===== src/rtl/smfb_pkg.sv =====
// ---------------------------------------------------------------------------
// SMBus MCTP frame builder package
// Shared types, codes and the CRC-8 helper used by the frame builder modules.
// ---------------------------------------------------------------------------
package smfb_pkg;

	// SMBus command code for MCTP over SMBus.
	localparam logic [7:0] CMD_CODE = 8'h0F;

	// CRC-8 polynomial x^8 + x^2 + x + 1 used for the packet error code.
	localparam logic [7:0] CRC_POLY = 8'h07;

	// Configuration register indexes and their reset values.
	localparam int unsigned CFG_IDX_W = 2;
	localparam logic [CFG_IDX_W-1:0] CFG_SOURCE_ADDRESS = 2'd0;
	localparam logic [CFG_IDX_W-1:0] CFG_TARGET_ADDRESS = 2'd1;
	localparam logic [CFG_IDX_W-1:0] CFG_TARGET_ENABLED = 2'd2;

	localparam logic [6:0] SOURCE_ADDRESS_RST = 7'd24;
	localparam logic [6:0] TARGET_ADDRESS_RST = 7'd48;
	localparam logic       TARGET_ENABLED_RST = 1'b1;

	// Role of each frame byte on the output.
	typedef enum logic [2:0] {
		ROLE_CMD     = 3'd0,
		ROLE_COUNT   = 3'd1,
		ROLE_SOURCE  = 3'd2,
		ROLE_PAYLOAD = 3'd3,
		ROLE_PEC     = 3'd4
	} role_t;

	// Step of the framer while it works on the item in the input register.
	typedef enum logic [4:0] {
		PH_NEW  = 5'b00001,
		PH_CNT  = 5'b00010,
		PH_SRC  = 5'b00100,
		PH_DATA = 5'b01000,
		PH_PEC  = 5'b10000
	} phase_t;

	// Item held in the input register.
	typedef struct packed {
		logic       valid;
		logic [7:0] payload;
		logic       first;
		logic       last;
		logic [7:0] plen;
	} item_t;

	// Configuration seen by the framer.
	typedef struct packed {
		logic [6:0] src;
		logic [6:0] tgt;
		logic       en;
	} cfg_t;

	// One frame byte headed for the output register.
	typedef struct packed {
		logic       valid;
		logic [7:0] frame_byte;
		role_t      role;
		logic       frame_end;
		logic       mism;
	} res_t;

	// One byte through the CRC-8, most significant bit first.
	function automatic logic [7:0] crc8_step(input logic [7:0] crc, input logic [7:0] data);
		logic [7:0] c;
		c = crc ^ data;
		for (int i = 0; i < 8; i++) begin
			c = c[7] ? ({c[6:0], 1'b0} ^ CRC_POLY) : {c[6:0], 1'b0};
		end
		return c;
	endfunction

endpackage


===== src/rtl/smfb_in_reg.sv =====
// ---------------------------------------------------------------------------
// SMBus MCTP frame builder input register
// Holds one packet byte until the framer has produced all of its frame bytes.
// ---------------------------------------------------------------------------
module smfb_in_reg (
	input  logic                clk,
	input  logic                arst_n,
	input  logic                in_valid,
	output logic                in_stall,
	input  logic [7:0]          payload_byte,
	input  logic                first_byte,
	input  logic                final_byte,
	input  logic [7:0]          packet_length,
	input  logic                done,
	output smfb_pkg::item_t     item
);

	logic       valid_q;
	logic [7:0] payload_q;
	logic       first_q;
	logic       last_q;
	logic [7:0] plen_q;
	logic       load;

	// The register takes a new item when it is empty or its item finishes now.
	assign load     = !valid_q || done;
	assign in_stall = !load;

	always_ff @(posedge clk or negedge arst_n) begin
		if (!arst_n) begin
			valid_q <= 1'b0;
		end else if (load) begin
			valid_q <= in_valid;
		end
	end

	always_ff @(posedge clk) begin
		if (load && in_valid) begin
			payload_q <= payload_byte;
			first_q   <= first_byte;
			last_q    <= final_byte;
			plen_q    <= packet_length;
		end
	end

	always_comb begin
		item.valid   = valid_q;
		item.payload = payload_q;
		item.first   = first_q;
		item.last    = last_q;
		item.plen    = plen_q;
	end

endmodule


===== src/rtl/smfb_framer.sv =====
// ---------------------------------------------------------------------------
// SMBus MCTP frame builder framer
// Packet state, running PEC and the step sequencer that turns a packet byte
// into its header, payload and PEC bytes, one per cycle unless out_ok is low.
// ---------------------------------------------------------------------------
module smfb_framer (
	input  logic                clk,
	input  logic                arst_n,
	input  smfb_pkg::item_t     item,
	input  smfb_pkg::cfg_t      cfg,
	input  logic                out_ok,
	output smfb_pkg::res_t      res,
	output logic                done
);

	smfb_pkg::phase_t phase_q, phase_d;
	logic [7:0] pec_q, pec_d;
	logic [7:0] seen_q, seen_d;
	logic [7:0] decl_q, decl_d;
	logic       in_frame_q, in_frame_d;
	logic       drop_q, drop_d;

	logic       start;
	logic       eff_in_frame;
	logic       eff_drop;
	logic [7:0] eff_seen;
	logic [7:0] eff_pec;
	logic [7:0] cnt;
	logic [7:0] src;
	logic       do_data;
	logic       emit;
	logic       fire;

	assign start = (phase_q == smfb_pkg::PH_NEW) && item.first;
	assign cnt   = item.plen + 8'd1;
	assign src   = {cfg.src, 1'b1};

	// A first byte opens a new packet in its first cycle, so the state it
	// sees is the freshly opened one.
	assign eff_in_frame = start ? 1'b1 : in_frame_q;
	assign eff_drop     = start ? !cfg.en : drop_q;
	assign eff_seen     = start ? 8'd0 : seen_q;
	assign eff_pec      = start ? (cfg.en ? smfb_pkg::crc8_step(8'd0, {cfg.tgt, 1'b0}) : 8'd0)
	                            : pec_q;

	always_comb begin
		phase_d        = smfb_pkg::PH_NEW;
		pec_d          = eff_pec;
		seen_d         = eff_seen;
		decl_d         = start ? item.plen : decl_q;
		in_frame_d     = eff_in_frame;
		drop_d         = eff_drop;
		do_data        = 1'b0;
		emit           = 1'b0;
		res.frame_byte = item.payload;
		res.role       = smfb_pkg::ROLE_PAYLOAD;
		res.frame_end  = 1'b0;
		res.mism       = 1'b0;

		case (phase_q)
			smfb_pkg::PH_NEW: begin
				if (start && cfg.en) begin
					emit           = 1'b1;
					res.frame_byte = smfb_pkg::CMD_CODE;
					res.role       = smfb_pkg::ROLE_CMD;
					pec_d          = smfb_pkg::crc8_step(eff_pec, smfb_pkg::CMD_CODE);
					phase_d        = smfb_pkg::PH_CNT;
				end else begin
					do_data = 1'b1;
				end
			end
			smfb_pkg::PH_CNT: begin
				emit           = 1'b1;
				res.frame_byte = cnt;
				res.role       = smfb_pkg::ROLE_COUNT;
				pec_d          = smfb_pkg::crc8_step(pec_q, cnt);
				phase_d        = smfb_pkg::PH_SRC;
			end
			smfb_pkg::PH_SRC: begin
				emit           = 1'b1;
				res.frame_byte = src;
				res.role       = smfb_pkg::ROLE_SOURCE;
				pec_d          = smfb_pkg::crc8_step(pec_q, src);
				phase_d        = smfb_pkg::PH_DATA;
			end
			smfb_pkg::PH_DATA: begin
				do_data = 1'b1;
			end
			smfb_pkg::PH_PEC: begin
				emit           = 1'b1;
				res.frame_byte = pec_q;
				res.role       = smfb_pkg::ROLE_PEC;
				res.frame_end  = 1'b1;
				res.mism       = (seen_q != decl_q);
				in_frame_d     = 1'b0;
				drop_d         = 1'b0;
			end
			default: begin
				phase_d = smfb_pkg::PH_NEW;
			end
		endcase

		// Payload step; a byte outside any packet is simply discarded.
		if (do_data && eff_in_frame) begin
			seen_d = (eff_seen == 8'hFF) ? eff_seen : eff_seen + 8'd1;
			if (!eff_drop) begin
				emit           = 1'b1;
				res.frame_byte = item.payload;
				res.role       = smfb_pkg::ROLE_PAYLOAD;
				pec_d          = smfb_pkg::crc8_step(eff_pec, item.payload);
			end
			if (item.last) begin
				if (!eff_drop) begin
					phase_d = smfb_pkg::PH_PEC;
				end else begin
					in_frame_d = 1'b0;
					drop_d     = 1'b0;
				end
			end
		end

		res.valid = item.valid && emit;
	end

	// A step that puts out a byte waits for room in the output register.
	assign fire = item.valid && (out_ok || !emit);
	assign done = fire && (phase_d == smfb_pkg::PH_NEW);

	always_ff @(posedge clk or negedge arst_n) begin
		if (!arst_n) begin
			phase_q    <= smfb_pkg::PH_NEW;
			pec_q      <= 8'd0;
			seen_q     <= 8'd0;
			decl_q     <= 8'd0;
			in_frame_q <= 1'b0;
			drop_q     <= 1'b0;
		end else if (fire) begin
			phase_q    <= phase_d;
			pec_q      <= pec_d;
			seen_q     <= seen_d;
			decl_q     <= decl_d;
			in_frame_q <= in_frame_d;
			drop_q     <= drop_d;
		end
	end

endmodule


===== src/rtl/smfb_out_reg.sv =====
// ---------------------------------------------------------------------------
// SMBus MCTP frame builder output register
// Holds one frame byte with its flags until the receiver takes it.
// ---------------------------------------------------------------------------
module smfb_out_reg (
	input  logic                clk,
	input  logic                arst_n,
	input  smfb_pkg::res_t      res,
	output logic                out_ok,
	output logic                out_valid,
	input  logic                out_stall,
	output logic [7:0]          frame_byte,
	output logic [2:0]          byte_role,
	output logic                frame_end,
	output logic                length_mismatch
);

	logic       valid_q;
	logic [7:0] byte_q;
	logic [2:0] role_q;
	logic       end_q;
	logic       mism_q;

	// Room for a new byte when empty or when the held byte leaves now.
	assign out_ok = !valid_q || !out_stall;

	always_ff @(posedge clk or negedge arst_n) begin
		if (!arst_n) begin
			valid_q <= 1'b0;
		end else if (out_ok) begin
			valid_q <= res.valid;
		end
	end

	always_ff @(posedge clk) begin
		if (out_ok && res.valid) begin
			byte_q <= res.frame_byte;
			role_q <= res.role;
			end_q  <= res.frame_end;
			mism_q <= res.mism;
		end
	end

	assign out_valid       = valid_q;
	assign frame_byte      = byte_q;
	assign byte_role       = role_q;
	assign frame_end       = end_q;
	assign length_mismatch = mism_q;

endmodule


===== src/rtl/smbus_mctp_frame_builder.sv =====
// ---------------------------------------------------------------------------
// SMBus MCTP frame builder
// Wraps MCTP packet bytes into SMBus block-write frames with a CRC-8 PEC.
// ---------------------------------------------------------------------------
// Packet bytes enter one item at a time and leave as SMBus frame bytes, one
// frame byte per cycle while the receiver does not stall, through a single
// output register. A payload byte in the middle of an enabled packet yields
// only that byte, so a packet streams at one byte per clock when nothing stalls.
// The first byte of an enabled packet yields the command code, byte count,
// source address, then the byte itself, and the last byte yields the byte
// and then the PEC; a one-byte packet yields all five. Bytes of a dropped
// packet and stray bytes outside a packet produce nothing. The output
// register moves one frame byte per cycle unless stalled; the input register
// takes the next item in the same cycle in which the framer finishes the
// current one. The PEC covers the destination write address, the three
// header bytes and the payload, and the byte count is packet_length plus
// one, modulo 256. A first byte while a packet is open abandons that frame
// without a PEC. Configuration writes are taken at any time (cfg_ready is
// always high) but must only be made while the block is idle.
// ---------------------------------------------------------------------------
module smbus_mctp_frame_builder (
	input  logic        clk,
	input  logic        arst_n,

	// Packet byte input.
	input  logic        in_valid,
	output logic        in_stall,
	input  logic [7:0]  payload_byte,
	input  logic        first_byte,
	input  logic        final_byte,
	input  logic [7:0]  packet_length,

	// Frame byte output.
	output logic        out_valid,
	input  logic        out_stall,
	output logic [7:0]  frame_byte,
	output logic [2:0]  byte_role,
	output logic        frame_end,
	output logic        length_mismatch,

	// Configuration write channel.
	input  logic        cfg_valid,
	output logic        cfg_ready,
	input  logic [1:0]  cfg_index,
	input  logic [6:0]  cfg_data
);

	smfb_pkg::item_t item;
	smfb_pkg::cfg_t  cfg;
	smfb_pkg::res_t  res;
	logic            out_ok;
	logic            done;

	logic [6:0] source_address_q;
	logic [6:0] target_address_q;
	logic       target_enabled_q;

	// Configuration registers. Writes to an index beyond the list are ignored.
	assign cfg_ready = 1'b1;

	always_ff @(posedge clk or negedge arst_n) begin
		if (!arst_n) begin
			source_address_q <= smfb_pkg::SOURCE_ADDRESS_RST;
			target_address_q <= smfb_pkg::TARGET_ADDRESS_RST;
			target_enabled_q <= smfb_pkg::TARGET_ENABLED_RST;
		end else if (cfg_valid && cfg_ready) begin
			case (cfg_index)
				smfb_pkg::CFG_SOURCE_ADDRESS: source_address_q <= cfg_data;
				smfb_pkg::CFG_TARGET_ADDRESS: target_address_q <= cfg_data;
				smfb_pkg::CFG_TARGET_ENABLED: target_enabled_q <= cfg_data[0];
				default: begin
				end
			endcase
		end
	end

	always_comb begin
		cfg.src = source_address_q;
		cfg.tgt = target_address_q;
		cfg.en  = target_enabled_q;
	end

	// Input register: holds the packet byte being framed.
	smfb_in_reg u_in_reg (
		.clk           (clk),
		.arst_n        (arst_n),
		.in_valid      (in_valid),
		.in_stall      (in_stall),
		.payload_byte  (payload_byte),
		.first_byte    (first_byte),
		.final_byte    (final_byte),
		.packet_length (packet_length),
		.done          (done),
		.item          (item)
	);

	// Framer: packet state, running PEC and header/PEC sequencing.
	smfb_framer u_framer (
		.clk    (clk),
		.arst_n (arst_n),
		.item   (item),
		.cfg    (cfg),
		.out_ok (out_ok),
		.res    (res),
		.done   (done)
	);

	// Output register: one frame byte waits here for the receiver.
	smfb_out_reg u_out_reg (
		.clk             (clk),
		.arst_n          (arst_n),
		.res             (res),
		.out_ok          (out_ok),
		.out_valid       (out_valid),
		.out_stall       (out_stall),
		.frame_byte      (frame_byte),
		.byte_role       (byte_role),
		.frame_end       (frame_end),
		.length_mismatch (length_mismatch)
	);

	// Only the PEC byte closes a frame.
	a_end_is_pec: assert property (@(posedge clk) disable iff (!arst_n)
		out_valid && frame_end |-> byte_role == smfb_pkg::ROLE_PEC)
		else $error("frame end flagged on a byte that is not the PEC");

	// A length mismatch is only reported on the frame's closing byte.
	a_mism_on_end: assert property (@(posedge clk) disable iff (!arst_n)
		out_valid && length_mismatch |-> frame_end)
		else $error("length mismatch flagged outside the PEC byte");

	// The input is only held off while an item occupies the input register.
	a_stall_needs_item: assert property (@(posedge clk) disable iff (!arst_n)
		in_stall |-> item.valid)
		else $error("input stalled with an empty input register");

	// A byte handed to a full, stalled output register would be lost.
	a_no_overwrite: assert property (@(posedge clk) disable iff (!arst_n)
		out_valid && out_stall |-> !(res.valid && done))
		else $error("framer finished an item into a stalled output register");

endmodule


===== config.mk =====
export PLATFORM = sky130hd
export DESIGN_NAME = smbus_mctp_frame_builder
export DESIGN_NICKNAME = d
export VERILOG_FILES = /design/src/rtl/smfb_pkg.sv /design/src/rtl/smfb_in_reg.sv /design/src/rtl/smfb_framer.sv /design/src/rtl/smfb_out_reg.sv /design/src/rtl/smbus_mctp_frame_builder.sv
export SDC_FILE = /design/constraint.sdc
export NUM_CORES = 1
export LEC_CHECK = 0
export BUFFER_PORTS_ARGS = -buffer_cell sky130_fd_sc_hd__buf_2
export CORE_AREA = 2 2 134 136
export DETAILED_ROUTE_END_ITERATION = 10
export DIE_AREA = 0 0 136 138
export SLEW_MARGIN = 20
export SYNTH_ARGS = -nofsm -noshare
export SYNTH_HDL_FRONTEND = slang
export SYNTH_SLANG_ARGS = --single-unit

===== constraint.sdc =====
create_clock -name clk -period 4.15 [get_ports clk]
set_input_delay 0.83 -clock clk [delete_from_list [all_inputs] [get_ports clk]]
set_output_delay 0.83 -clock clk [all_outputs]
set_load 0.01 [all_outputs]

======== Word-level counts from Yosys, hierarchy flattened ========
Cells that the tools add are included.
W data, S select, Z words.
word-level totals
  flip-flop bits (word level) ............. 79
  bits of input ports ..................... 32
  output and inout bits ................... 16
  word-level logic and storage cells ...... 173
cells by class
  add/subtract/negate cells ............... 2
  equal/unequal tests ..................... 10
  muxes and demuxes ....................... 75
  bitwise gates (word level) .............. 44
  reductions and logical operators ........ 23
operator list
  cell                   count
  $mux W3                40
  $not A3 Y3             40
  $mux W8                8
  $pmux W11 S4           1
  $mux W11               3
  $pmux W8 S3            1
  $xor A8 B8 Y8          3
  $add A8 B1 Y8 const B  2
  $mux W5                3
  $pmux W5 S3            1
  $mux W1                14
  $eq A5 B1 Y1 const B   2
  $eq A8 B8 Y1 const B   1
  $logic_and A1 B1 Y1    8
  $ne A8 B8 Y1           1
  $reduce_and A2 Y1      4
  $logic_not A1 Y1       6
  $eq A5 B2 Y1 const B   1
  $eq A5 B3 Y1 const B   1
  $eq A5 B4 Y1 const B   1
  $eq A5 B5 Y1 const B   1
  $mux W2                2
  $not A4 Y4             1
  $pmux W1 S2            2
  5 further kinds        7

======== Longest topological paths before layout ========
  word-level depth ........................ 39
  gate-level depth with buffers ........... 14
  gate-level depth less buffers ........... 11

======== By module ========
From an unflattened synthesis, not the netlist that was laid out.
unflattened totals
  cell total of the unflattened synthesis .. 498
  area, all modules ....................... 5302.6 sq um
modules (own cells, without submodules)
  module                    times used  cells each  area each (sq um)  sequential area each (sq um)
  smfb_framer               1           420         3644.7             777.0
  smfb_in_reg               1           26          620.6              565.5
  smbus_mctp_frame_builder  1           35          599.3              381.6
  smfb_out_reg              1           17          437.9              415.4

======== Least setup slack after synthesis ========
OpenSTA, ideal clock, no wires.
  path kind ............................... reg2out
  from .................................... register u_framer.phase_q[2]
  to ...................................... output port in_stall
  data arrival time ....................... 2349 ps
  required time ........................... 3320 ps
  path slack .............................. 971 ps
  stages on the path, launching flop included .. 10
  path buffers ............................ 2
  cells stage by stage .................... dfrtp_1 buf_6 or3_4 clkbuf_1 or3b_1 a21oi_1 nand2_1 o21ai_1 o31ai_1 inv_1
between the ends
  word-level cells in the longest chain between the ends .. 13
  elaborated cells on any way between the ends .. 29
  classes of those cells .................. eq/ne: 6; mux: 13; reduce/logical: 10
RTL lines
  element                                                                RTL line                        RTL
  start: declaration                                                     smfb_framer.sv:16               smfb_pkg::phase_t phase_q, phase_d;
  start signal: assignment                                               smfb_framer.sv:131              phase_q <= smfb_pkg::PH_NEW;
  start signal: assignment                                               smfb_framer.sv:138              phase_q <= phase_d;
  parallel branches: the longest is 10 deep, another holds $eq A5 B1 Y1  n/a
  $logic_and A1 B1 Y1 *                                                  smfb_framer.sv:127              assign done = fire && (phase_d == smfb_pkg::PH_NEW);
  $logic_or A1 B1 Y1 *                                                   smfb_in_reg.sv:26               assign load = !valid_q || done;
  $logic_not A1 Y1 *                                                     smfb_in_reg.sv:27               assign in_stall = !load;
  end: declaration                                                       smbus_mctp_frame_builder.sv:27  output logic in_stall,
Mark *: on every way between the ends.

======== Final worst setup path ========
  from .................................... register u_framer.phase_q[3]
  to ...................................... output port in_stall
The elaborated chain is that of the path after synthesis.

==> key figures <==
STA
  • Final max-slew violation count: 0
  • Layout Skew: around 9.4 ps
  • Period utilisation layout: 0.914
  • TNS Setup: 0 ps
  • RSZ-0062 raised after global routing: false
  • # setup viols final: 0
  • WHS: 488 ps
  • Worst slew margin: 0.325
  • Slew at the pin with the worst max-slew slack: 1000 ps
  • Final hold violations: 0
  • Highest clock rate: between 0.2 and 0.3 GHz
  • Fin crit period: approximately 3800 ps

Synthesis
  • Synth Instances: 500
  • Yosys top cell area share: 0.207
  • Synth cell types: 69
  • Leading area contributor after synthesis: dfrtp_1
  • Yosys warns: 0
  • Post-synthesis sequential area ratio: 0.422
  • Synth Area per Inst: 10.1 sq um
  • Post-synth EDFFs: 31
  • Syn nets: roughly 530
  • Top cells by area, synth: dfrtp_1 (21%), edfxtp_1 (18%), xnor2_1 (9.5%)
  • Seq cells post-synth: slightly below 80
  • Top FF cell, synth: dfrtp_1
  • Synthesized cell area: a little over 5000 sq um
  • Post-synth ARST share: 0.608

Die
  • Total die area: around 19000 sq um
  • Row count: 49
  • I/O Pins: 48
  • Die Span Y: 138 um
  • Initial Util: 0.289
  • Die span in x: approximately 140 um
  • Area of the core: approximately 18000 sq um

GRT
  • Initial antenna violation count: 0
  • GRT Overall Usage: 0.161
  • Total grt overflow: 0
  • First-pass GRT wire length: roughly 23000 um
  • Vias in the first global route: a little over 4000
  • Largest net degree at the start of global routing: 49

Power and ir drop
  • Power Density: 884 nW/um^2
  • Comb pwr share: 0.542
  • Leakage: between 2 and 2.5 nW
  • Overall power: 5.17 mW
  • Max VDD drop: around 350 uV
  • Sequential power share: 0.285
  • Clock power frac: 0.173
  • Net Sw Power: 2.27 mW
  • Pint: between 2 and 3 mW
  • Switch share: 0.439

Finish
  • Final nets: 567
  • Reg area: 2140 sq um
  • P&R area growth vs syn: 15.3%
  • Layout fillers: around 1800
  • Commonest cells after routing, fill and taps aside: xnor2_1 (55), buf_2 (45), dfrtp_1 (42), nand2_1 (38), xor2_1 (35)
  • Final Core Density: 0.333
  • Most common cell after layout, fill and taps aside: xnor2_1
  • Multi-input logic area: 2750 sq um
  • N_diodes: 0
  • Fraction of layout cells with a size suffix above 1: 0.184
  • Non-Filler Instances: 767

CTS
  • Cts repair resizes: 0
  • Post-CTS Hold Buffers: 0
  • CTS H-tree lvls: 3
  • Worst-Skew Late Latency: around 360 ps
  • Maximum clock insertion buffer count: 2
  • Post-CTS Setup Inserts: 0
  • CTS Sinks: slightly below 80
  • CTS buffer count: 9
  • CTS tree: built
  • Root buf cell: clkbuf_16
  • Clock transition at the registers of the reported paths: around 70 ps

Route
  • DRT Wirelength: 14500 um
  • Drt drc: 0
  • Final ANT Viol Nets: 0
  • DR vias: approximately 4100
  • Wire length per cell: 18.9 um
  • Routed vias/inst: 5.28
  • Initial DRC count: 351
  • DRT Pass-1 Iters: 5

Worst setup path
  • Worst R2R Setup Slack: between 700 and 800 ps
  • Critical Path End Type: primary output
  • Setup CP Type: flip-flop to primary output
  • Worst EP required: between 3000 and 4000 ps
  • Startpoint Class: flip-flop
  • R2R depth: 11
  • CP max FO: 12
  • Arrival @ worst endpoint: 2960 ps

Outcome
  • Status: complete, no violations

Placed design
  • Final HPWL DP: about 11000 um
  • Final GP Congestion: 0.975
  • Placed Instances: roughly 750
  • Port Buf Inserts: 46

Job
  • MaxCap Viol Count: 0

Hold path
  • Hold Crit Class: input pin to async pin
[power by group through the flow]
stage | Sequential, mW | Combinational, mW | Clock, mW
floorplan | 1.30 | 2.20 | 0
global placement | 1.48 | 2.73 | 0
global route | 1.51 | 3.06 | 0.949
finish | 1.48 | 2.80 | 0.895
CTS | 1.47 | 2.78 | 0.912
detailed placement | 1.49 | 2.76 | 0
[registers in the layout (all words and copies together), names as in the netlist]
| register | cells |
|---|---|
| u_framer.seen_q | 8 |
| target_address_q | 7 |
| u_framer.phase_q | 5 |
| u_in_reg.valid_q | 1 |
| u_framer.in_frame_q | 1 |
| u_out_reg.byte_role | 3 |
| u_framer.drop_q | 1 |
| u_out_reg.length_mismatch | 1 |
| u_out_reg.frame_end | 1 |
| u_framer.pec_q | 8 |
| u_out_reg.out_valid | 1 |
| target_enabled_q | 1 |
| u_in_reg.first_q | 1 |
| u_in_reg.payload_q | 8 |
| u_in_reg.last_q | 1 |
| u_out_reg.frame_byte | 8 |
| u_framer.decl_q | 8 |
| u_in_reg.plen_q | 8 |
| source_address_q | 7 |
[critical path, cell delays in order, from the launching register on]
cell and delay [ps]:
dfrtp_1 490, or3_4 510, or3b_1 440, a21oi_1 350, nand2_1 120, o21ai_1 310, o31ai_1 160, inv_1 90
buf_2 120
[Yosys cell counts, drive strengths merged, types with 5 or more instances]
cell	number
nor4	6
o31ai	7
a221oi	5
and2	5
a222oi	7
a31oi	6
nor2	28
buf	5
a21oi	17
nand3	17
o21ai	33
xnor2	55
inv	11
edfxtp	31
o211ai	5
xnor3	6
dfrtp	42
dfstp	6
nor3	8
nand3b	5
a211oi	6
clkbuf	27
mux2	23
nand2	38
xor2	35
[per-stage QoR]
stage	setup WS, ps	area (sq um)
2_1_floorplan	971	5070
3_3_place_gp	802	5510
3_5_place_dp	748	5520
4_1_cts	356	5850
5_1_grt	138	5850
6_report	356	5850
[logic make-up after synthesis]
kind of cell,count (synthesis),share of synthesized area
XOR/XNOR,97,0.187
buffers and inverters,44,0.0365
multiplexers,23,0.0511
adder cells (fa/ha/maj),2,0.00493
flip-flops,79,0.422
AO/OA/AOI/OAI,117,0.158
other,1,0.000739
AND/OR/NAND/NOR,137,0.140
[final cells by class]
| class | instances | share of cell area |
|---|---|---|
| Sequential cell | 79 | 0.366 |
| Timing Repair Buffer | 54 | 0.0501 |
| Clock buffer | 9 | 0.0385 |
| Multi-Input combinational cell | 377 | 0.471 |
| Inverter | 12 | 0.00770 |
| Clock inverter | 7 | 0.0182 |
| Tap cell | 229 | 0.0490 |
[final timing paths]
path / start / end
worst max-delay path: u_framer.phase_q[3]$_DFFE_PN0P_ / in_stall
max in group asynchronous: arst_n / u_framer.phase_q[1]$_DFFE_PN0P_
worst min register to register: u_framer.decl_q[5]$_DFFE_PN0P_ / u_framer.decl_q[5]$_DFFE_PN0P_
worst max register to register: u_framer.phase_q[0]$_DFFE_PN1P_ / u_framer.seen_q[5]$_DFFE_PN0P_
min in group clk: u_framer.decl_q[5]$_DFFE_PN0P_ / u_framer.decl_q[5]$_DFFE_PN0P_
worst min-delay path: arst_n / source_address_q[0]$_DFFE_PN0P_
[metal layers]
| layer | wire (um) | up-vias | track usage | share of wire |
|---|---|---|---|---|
| met2 | 6490 | 143 | 0.242 | 0.45 |
| met3 | 959 | 24 | 0.0414 | 0.066 |
| li1 | - | 1883 | - | - |
| met1 | 6760 | 2000 | 0.226 | 0.47 |
| met5 | 0 | - | 0 | 0 |
| met4 | 321 | 0 | 0.0554 | 0.022 |
No activity file was read; power rests on OpenSTA's default activity.
